File: src/rtl/ird_pkg.sv
// ird_pkg: shared types and constants for the input-restricted deque
// holds the request/result transfer structs, request and status codes
// no dependencies
package ird_pkg;

  localparam int DEPTH_DEF = 8;
  localparam int DATA_W    = 32;
  localparam int REQ_W     = 2;
  localparam int STAT_W    = 2;
  localparam int OCC_W     = 4;

  // request codes
  localparam logic [REQ_W-1:0] REQ_INSERT_REAR  = 2'd0;
  localparam logic [REQ_W-1:0] REQ_DELETE_FRONT = 2'd1;
  localparam logic [REQ_W-1:0] REQ_DELETE_REAR  = 2'd2;

  // status codes
  localparam logic [STAT_W-1:0] STAT_DONE  = 2'd0;
  localparam logic [STAT_W-1:0] STAT_FULL  = 2'd1;
  localparam logic [STAT_W-1:0] STAT_EMPTY = 2'd2;

  typedef struct packed {
    logic [REQ_W-1:0]         req_type;
    logic signed [DATA_W-1:0] value;
  } req_in_t;

  typedef struct packed {
    logic [STAT_W-1:0]        status;
    logic signed [DATA_W-1:0] removed_data;
    logic [OCC_W-1:0]         occupancy;
    logic                     is_full;
    logic                     is_empty;
  } rsp_out_t;

endpackage

File: src/rtl/ird_store.sv
// ird_store: element storage of the deque, one write and one read port
// read data is registered, valid in the cycle after rd_en
// depends on ird_pkg for the data width
module ird_store #(
  parameter int DEPTH = ird_pkg::DEPTH_DEF,
  parameter int AW    = $clog2(DEPTH)
) (
  input  logic                      clk,
  input  logic                      wr_en,
  input  logic [AW-1:0]             wr_addr,
  input  logic [ird_pkg::DATA_W-1:0] wr_data,
  input  logic                      rd_en,
  input  logic [AW-1:0]             rd_addr,
  output logic [ird_pkg::DATA_W-1:0] rd_data
);
  import ird_pkg::*;

  logic [DATA_W-1:0] mem_r [DEPTH];
  logic [DATA_W-1:0] rd_data_r;

  always_ff @(posedge clk) begin
    if (wr_en) begin
      mem_r[wr_addr] <= wr_data;
    end
  end

  always_ff @(posedge clk) begin
    if (rd_en) begin
      rd_data_r <= mem_r[rd_addr];
    end
  end

  assign rd_data = rd_data_r;

endmodule

File: src/rtl/input_restricted_deque.sv
// input_restricted_deque: circular-buffer deque, insert at rear, remove at front or rear
// top level with pointer control and result register; instantiates ird_store
// depends on ird_pkg
//
//   channel  | direction | ports                          | payload
//   ---------+-----------+--------------------------------+-----------
//   request  | in        | in_valid, in_ready, in_data    | req_in_t
//   result   | out       | out_valid, out_ready, out_data | rsp_out_t
//
// an insert, a rejected request or an unused code gives its result in the cycle after
// the transfer; a successful delete waits in S_READ for the store's registered read first
// a new request is taken only in the idle state and when the result register
// is empty or being drained in the same cycle
// reset clears pointers, empty flag and control; store contents need no clearing
// a stalled result holds the block, no request is taken behind it
module input_restricted_deque #(
  parameter int DEPTH = ird_pkg::DEPTH_DEF
) (
  input  logic              clk,
  input  logic              rst_n,
  input  logic              in_valid,
  output logic              in_ready,
  input  ird_pkg::req_in_t  in_data,
  output logic              out_valid,
  input  logic              out_ready,
  output ird_pkg::rsp_out_t out_data
);
  import ird_pkg::*;

  localparam int AW = $clog2(DEPTH);
  localparam int CW = $clog2(DEPTH + 1);
  localparam logic [AW-1:0] LAST_IDX = AW'(DEPTH - 1);

  typedef enum logic {S_IDLE, S_READ} state_t;

  state_t   state_r, state_nxt;
  logic [AW-1:0] head_r, head_nxt;
  logic [AW-1:0] tail_r, tail_nxt;
  logic     empty_r, empty_nxt;
  logic     out_valid_r, out_valid_nxt;
  rsp_out_t out_data_r, out_data_nxt;
  rsp_out_t pend_r, pend_nxt;

  logic          accept;
  logic          full;
  logic          need_read;
  logic [AW-1:0] head_inc, tail_inc, tail_dec;
  logic [AW-1:0] h_new, t_new;
  logic          e_new;
  logic [STAT_W-1:0] status;
  logic [CW-1:0] cnt;
  logic [CW+OCC_W-1:0] cnt_ext;
  rsp_out_t      rsp;

  logic              wr_en, rd_en;
  logic [AW-1:0]     rd_addr;
  logic [DATA_W-1:0] rd_data;

  // pointer arithmetic, wraps at any depth
  assign full     = !empty_r && (head_r == tail_r);
  assign head_inc = (head_r == LAST_IDX) ? '0 : head_r + 1'b1;
  assign tail_inc = (tail_r == LAST_IDX) ? '0 : tail_r + 1'b1;
  assign tail_dec = (tail_r == '0) ? LAST_IDX : tail_r - 1'b1;

  assign in_ready = (state_r == S_IDLE) && (!out_valid_r || out_ready);
  assign accept   = in_valid && in_ready;

  // decode the request against the current pointers
  always_comb begin
    h_new     = head_r;
    t_new     = tail_r;
    e_new     = empty_r;
    status    = STAT_DONE;
    need_read = 1'b0;
    rd_addr   = head_r;
    case (in_data.req_type)
      REQ_INSERT_REAR: begin
        if (full) begin
          status = STAT_FULL;
        end else begin
          t_new = tail_inc;
          e_new = 1'b0;
        end
      end
      REQ_DELETE_FRONT: begin
        if (empty_r) begin
          status = STAT_EMPTY;
        end else begin
          need_read = 1'b1;
          rd_addr   = head_r;
          h_new     = head_inc;
          // last word gone: back to the reset position
          if (head_inc == tail_r) begin
            h_new = '0;
            t_new = '0;
            e_new = 1'b1;
          end
        end
      end
      REQ_DELETE_REAR: begin
        if (empty_r) begin
          status = STAT_EMPTY;
        end else begin
          need_read = 1'b1;
          rd_addr   = tail_dec;
          t_new     = tail_dec;
          if (tail_dec == head_r) begin
            h_new = '0;
            t_new = '0;
            e_new = 1'b1;
          end
        end
      end
      default: begin
        // unused code leaves the state alone and reports done
      end
    endcase
  end

  // occupancy after the request
  always_comb begin
    if (e_new) begin
      cnt = '0;
    end else if (t_new > h_new) begin
      cnt = CW'(t_new) - CW'(h_new);
    end else begin
      cnt = CW'(DEPTH) - CW'(h_new) + CW'(t_new);
    end
  end

  assign cnt_ext = {{OCC_W{1'b0}}, cnt};

  always_comb begin
    rsp.status       = status;
    rsp.removed_data = '0;
    rsp.occupancy    = cnt_ext[OCC_W-1:0];
    rsp.is_full      = !e_new && (h_new == t_new);
    rsp.is_empty     = e_new;
  end

  assign wr_en = accept && (in_data.req_type == REQ_INSERT_REAR) && !full;
  assign rd_en = accept && need_read;

  // next state of control and result register
  always_comb begin
    state_nxt     = state_r;
    head_nxt      = head_r;
    tail_nxt      = tail_r;
    empty_nxt     = empty_r;
    pend_nxt      = pend_r;
    out_valid_nxt = out_valid_r;
    out_data_nxt  = out_data_r;
    if (out_valid_r && out_ready) begin
      out_valid_nxt = 1'b0;
    end
    if (accept) begin
      head_nxt  = h_new;
      tail_nxt  = t_new;
      empty_nxt = e_new;
      if (need_read) begin
        // removed word arrives from the store next cycle
        pend_nxt  = rsp;
        state_nxt = S_READ;
      end else begin
        out_valid_nxt = 1'b1;
        out_data_nxt  = rsp;
      end
    end else if (state_r == S_READ) begin
      out_valid_nxt             = 1'b1;
      out_data_nxt              = pend_r;
      out_data_nxt.removed_data = rd_data;
      state_nxt                 = S_IDLE;
    end
  end

  always_ff @(posedge clk) begin
    if (!rst_n) begin
      state_r     <= S_IDLE;
      head_r      <= '0;
      tail_r      <= '0;
      empty_r     <= 1'b1;
      out_valid_r <= 1'b0;
    end else begin
      state_r     <= state_nxt;
      head_r      <= head_nxt;
      tail_r      <= tail_nxt;
      empty_r     <= empty_nxt;
      out_valid_r <= out_valid_nxt;
    end
  end

  // payload registers, no reset
  always_ff @(posedge clk) begin
    pend_r     <= pend_nxt;
    out_data_r <= out_data_nxt;
  end

  assign out_valid = out_valid_r;
  assign out_data  = out_data_r;

  ird_store #(
    .DEPTH (DEPTH),
    .AW    (AW)
  ) u_store (
    .clk     (clk),
    .wr_en   (wr_en),
    .wr_addr (tail_r),
    .wr_data (in_data.value),
    .rd_en   (rd_en),
    .rd_addr (rd_addr),
    .rd_data (rd_data)
  );

endmodule

File: config.mk
export PLATFORM = sky130hd
export DESIGN_NAME = input_restricted_deque
export DESIGN_NICKNAME = d
export VERILOG_FILES = /design/src/rtl/ird_pkg.sv /design/src/rtl/ird_store.sv /design/src/rtl/input_restricted_deque.sv
export SDC_FILE = /design/constraint.sdc
export NUM_CORES = 1
export LEC_CHECK = 0
export BUFFER_PORTS_ARGS = -buffer_cell sky130_fd_sc_hd__buf_4
export CAP_MARGIN = 25
export CORE_UTILIZATION = 55
export DETAILED_ROUTE_END_ITERATION = 6
export PLACE_DENSITY = 0.78
export SYNTH_ARGS = -nofsm -noshare
export SYNTH_HDL_FRONTEND = slang
export SYNTH_SLANG_ARGS = --single-unit
File: constraint.sdc
create_clock -name clk -period 8.6 [get_ports clk]
set_input_delay 1.72 -clock clk [delete_from_list [all_inputs] [get_ports clk]]
set_output_delay 1.72 -clock clk [all_outputs]
set_load 0.1 [all_outputs]
# Word-level counts from Yosys, hierarchy flattened
# Memory sizes are Yosys's and may differ from the RTL's. A register that Yosys moved wholly into a read port is not among the register bits.
# Cells that the tools add are included.
totals:
  register_bits: 57
  ram_bits: 256
  inputBits: 38
  out_inout_bits: 42
  word_cells: 90
  n_memories: 1
mem_list:
  columns: ["memory", "depth", "word_bits", "read_ports", "rd_clocked_by_memory_dff", "write_ports", "line_no", "source"]
  rows:
  - ["u_store.mem_r", 8, 32, 1, 1, 1, "ird_store.sv:18", "logic [DATA_W-1:0] mem_r [DEPTH];"]
classes:
  n_addsub: 6
  magnitude_cmp: 1
  eq_ne: 9
  n_mux: 38
  bitwise_logic: 1
  n_reduce_logical: 20
ops:
  columns: ["operator", "count"]
  rows:
  - ["40-bit two-way mux", 3]
  - ["3-bit two-way mux", 14]
  - ["1-bit two-way mux", 14]
  - ["3-bit equality test", 4]
  - ["3-bit case mux with 3 select lines", 1]
  - ["1-bit logical AND", 8]
  - ["4-bit two-way mux", 2]
  - ["3-bit by 1-bit adder with 3-bit output, second input constant", 2]
  - ["3-bit equality test, second input constant", 2]
  - ["3-bit case mux with 2 select lines", 1]
  - ["2-bit AND reduction", 3]
  - ["4-bit by 3-bit adder with 4-bit output", 1]
  - ["1-bit logical NOT", 4]
  - ["2-bit case mux with 2 select lines", 1]
  - ["3-bit by 3-bit subtractor with 4-bit output", 1]
  - ["4-bit by 3-bit subtractor with 4-bit output, first input constant", 1]
  - ["3-bit > comparator", 1]
  - ["3-bit logical NOT", 1]
  - ["1-bit case mux with 3 select lines", 1]
  - ["3-bit by 1-bit subtractor with 3-bit output, second input constant", 1]
  - ["2-bit by 1-bit equality test with 1-bit output, second input constant", 1]
  - ["2-bit equality test, second input constant", 1]
  - ["2-bit logical NOT", 1]
  - ["2-bit two-way mux", 1]
  - ["other kinds (5)", 5]

# Logic depth before layout (Yosys ltp)
logic_depth:
  word_depth: 12
  depth_mapped: 16
  ltp_nobuf: 15

# Modules after synthesis
# A second synthesis with hierarchy kept.
unflattened:
  hier_cells: 683
  area_unflattened_um2: 13789.5
modules_own_cells:
  columns: ["mod", "n_inst", "cells_each", "area_per_inst_um2"]
  rows:
  - ["ird_store", 1, 415, 10786.6]
  - ["input_restricted_deque", 1, 268, 3002.9]

# Worst setup path after synthesis
# OpenSTA, ideal clock, no wires.
synth_timing:
  path_kind: "input to register"
  startpoint: "input out_ready"
  endpoint: "memory u_store.mem_r[1][0] (enable)"
  arrival_time_ns: 6.351
  t_required_ns: 8.139
  path_slack_ns: 1.788
  cell_stages: 7
  path_cell_list: "inv_1 a21oi_1 nand2_1 clkbuf_1 nor2_1 nand2_1 nor3_1"
synth_via:
  elab_chain_cells: 7
synth_lines:
  columns: ["item", "line_no", "source"]
  rows:
  - ["start: declaration", "input_restricted_deque.sv:25", "input logic out_ready,"]
  - ["1-bit logical OR", "input_restricted_deque.sv:65", "assign in_ready = (state_r == S_IDLE) && (!out_valid_r || out_ready);"]
  - ["1-bit logical AND", "input_restricted_deque.sv:65", null]
  - ["net in_ready", "input_restricted_deque.sv:22", "output logic in_ready,"]
  - ["1-bit logical AND", "input_restricted_deque.sv:66", "assign accept = in_valid && in_ready;"]
  - ["1-bit logical AND (2 in a row)", "input_restricted_deque.sv:141", "assign wr_en = accept && (in_data.req_type == REQ_INSERT_REAR) && !full;"]
  - ["1-bit two-way mux", "ird_store.sv:22", "if (wr_en) begin"]
  - ["1-bit two-way mux (not written as such)", "ird_store.sv:23", "mem_r[wr_addr] <= wr_data;"]
  - ["end: declaration", "ird_store.sv:18", null]
# The timed path passes the listed nets, and every way through them passes these cells.

==> results.toml <==
[floorplanning]
die_w_um = 159.4
core_area_um2 = 24320
rows = 57
start_util = 0.5605
fp.dieH_um = 159.4
die-area_um2 = 25420
io_pins = 80

[cells_and_area]
final_layout_size_suffix_gt1_frac = 0.2205
fin_nets = 889
area_delta_synth_final_pct = 14.72
fill_cells = 1608
layout_common_cells = "edfxtp_1, buf_4, mux2i_1, inv_1, clkbuf_16"
final_common_cell = "edfxtp_1"
utilization = 0.6431

[power]
p_leak_nw = 5.764
swShare = 0.2344
power_density_nw_per_um2 = 234.2
power_frac_seq = 0.521
p_comb_frac = 0.103
p_total_w = 0.003663
vdd_drop_max_v = 0.0001328
p_int_w = 0.002804
clkPwrFrac = 0.377
switchingPower_w = 0.0008585

[cts]
hold_buffers = 0
clock_latency_ns = 0.51
cts_tree = "yes"
numCtsBuffers = 34
clock-sinks = 345
clk_path_buf_depth = 3
cts_resized = 0
htreeDepth = 2
clk_pin_slew_ns = 0.06
root_buffer = "clkbuf_16"
postCtsSetupRepairBufs = 0

[setup_path]
critPathMaxFanout = 8
crit_required_ns = 8.82
reg2regPathDepth = 15
r2r-end = "out_data[5]"
critical_path_class = "input pin to register"
critPathLaunch = "in_data[32]"
rr_startpoint = "tail_r[0]"
cp.arrival_ns = 4.86
cp-start-kind = "input pin"
end_kind = "register"
r2r_setup_slack_ns = 4.36

[routing]
wl_per_cell_um = 21.70
first_iter_violations = 587
dr.pass1.iters = 7
vias = 6909
ant_nets = 0
via_per_inst = 5.845
finalWirelength_mm = 25.66
drc = 11

[run]
cap_violations = 0

[yosys]
syn_nets = 799
synthTopCellsByArea = "edfxtp_1, mux4_2, mux2i_1"
yosysTopAreaCell = "edfxtp_1"
synth-edff-count = 336
synth_top_area_share = 0.7402
yosysSeqAreaShare = 0.7534
ys_warn_count = 0
syn-instance-count = 746
synthFlopType = "edfxtp_1"
synthArstFlopShare = 0
post_synth.cell_area_avg_um2 = 18.27
syn-cell-area_um2 = 13630
ys_seq_elements = 345
ys_types = 52

[timing]
rsz0062_at_grt = "no"
worst_slew_pin_slew_ns = 0.8831
finalMaxSlewViolations = 0
layout_setup_ws_ns = 3.965
timing_hold_violations_final = 0
fin_setup_tns_ns = 0
clock_skew_ns = 0.01855
finalSetupViolations = 0
fmax_mhz = 215.7
period_share = 0.5390
worst_hold_slack_ns = 0.5167
slew-limit-headroom = 0.4081
post-route-min-period_ns = 4.635

[placement]
dpl_worst_slack_ns = 3.451
port_buffers = 79
dp_hpwl_mm = 13.87
gp_congestion = 0.8866

[hold_path]
hold_path_startpoint = "u_store.rd_data[25]"
whs_path_depth = 1
whs_endpoint = "out_data[31]"
hp-class = "register to register"

[global_routing]
grt_max_degree = 97
grt_pass1_wl_mm = 39.71
grt_pass1_vias = 7012
antenna_found_initial = 1
grt.overflow.total = 0
grt.total_usage = 0.2066

[run_status]
status = "finished with violations"
violations = "design-rule violations"
[power by group through the flow]
stage | combinational, W | sequential, W | clock (W)
floorplan | 0.000146 | 0.00208 | 0
global placement | 0.000368 | 0.00194 | 0
detailed placement | 0.000374 | 0.00194 | 0
CTS | 0.000376 | 0.00191 | 0.00140
global route | 0.000399 | 0.00191 | 0.00146
finish | 0.000376 | 0.00191 | 0.00138
[final cells by class]
type	instances	area [um2]	share of cell area
antenna	1	2.502	0.0001600
sequential	345	10270	0.6567
clock inverter	12	107.6	0.006881
inverter	41	153.9	0.009841
tap	324	405.4	0.02592
clock buffer	45	913.4	0.05840
timing repair buffer	95	758.2	0.04848
multi-input combinational	319	3028	0.1936
[layer usage]
metal	up-vias	share of wire	GRT usage
met1	3462	0.42	0.2709
li1	3122	-	-
met2	271	0.49	0.3441
met5	-	0	0
met4	0	0.031	0.09003
met3	54	0.055	0.03438
[worst max path at each step]
stage | end | slack, ns | depth (start not counted)
global route | out_data[5] | 3.70 | 15
detailed placement | out_data[5] | 3.45 | 15
finish | out_data[5] | 3.96 | 15
floorplan | u_store.mem_r[1][0] | 1.79 | 7
CTS | out_data[5] | 3.98 | 15
global placement | out_data[5] | 3.53 | 15
[critical path: stages]
cell	delay [ns]
buf_4	0.12
inv_1	0.07
ha_1	0.29
nand2b_1	0.34
a21oi_2	0.29
o21ai_0	0.15
nor2_1	0.11
o32ai_1	0.11
ha_1	0.26
fa_1	0.42
fa_1	0.44
nand2_1	0.08
nand2_1	0.05
a221oi_1	0.31
o31ai_1	0.13
[synthesized netlist by cell type (all sizes together) (7+ instances only)]
master / number
a21o: 7
a21oi: 7
a222oi: 32
and2: 34
buf: 18
clkbuf: 23
dfxtp: 9
edfxtp: 336
ha: 13
inv: 41
mux2i: 65
mux4: 32
nand2: 30
nor2: 25
o21ai: 11
[kinds of logic (layout without fill, tap and decap cells)]
| kind of cell | Yosys count | count (layout) | synth area share |
|---|---|---|---|
| xor gates and xnor gates | 7 | 7 | 0.004498 |
| DFF | 345 | 345 | 0.7534 |
| muxes | 100 | 100 | 0.1031 |
| and+or+nand+nor | 110 | 110 | 0.03965 |
| buffers and inverters | 82 | 193 | 0.03121 |
| AOI/OAI and AO/OA | 87 | 87 | 0.05333 |
| other | 0 | 1 | 0 |
| adders and majority gates | 15 | 15 | 0.01487 |
[per-stage QoR]
step,instances,cell area (um2)
floorplan,746,13630
global placement,1122,14570
detailed placement,1123,14600
CTS,1180,15620
global route,1182,15640
finish,1182,15640
[registers in the layout, indices dropped and copies added, names as in the netlist]
| signal | cells |
|---|---|
| empty_r | 1 |
| head_r | 3 |
| out_data | 40 |
| out_valid | 1 |
| pend_r | 8 |
| state_r | 1 |
| tail_r | 3 |
| u_store.mem_r | 256 |
| u_store.rd_data | 32 |
Power figures use the tool's default switching activity.
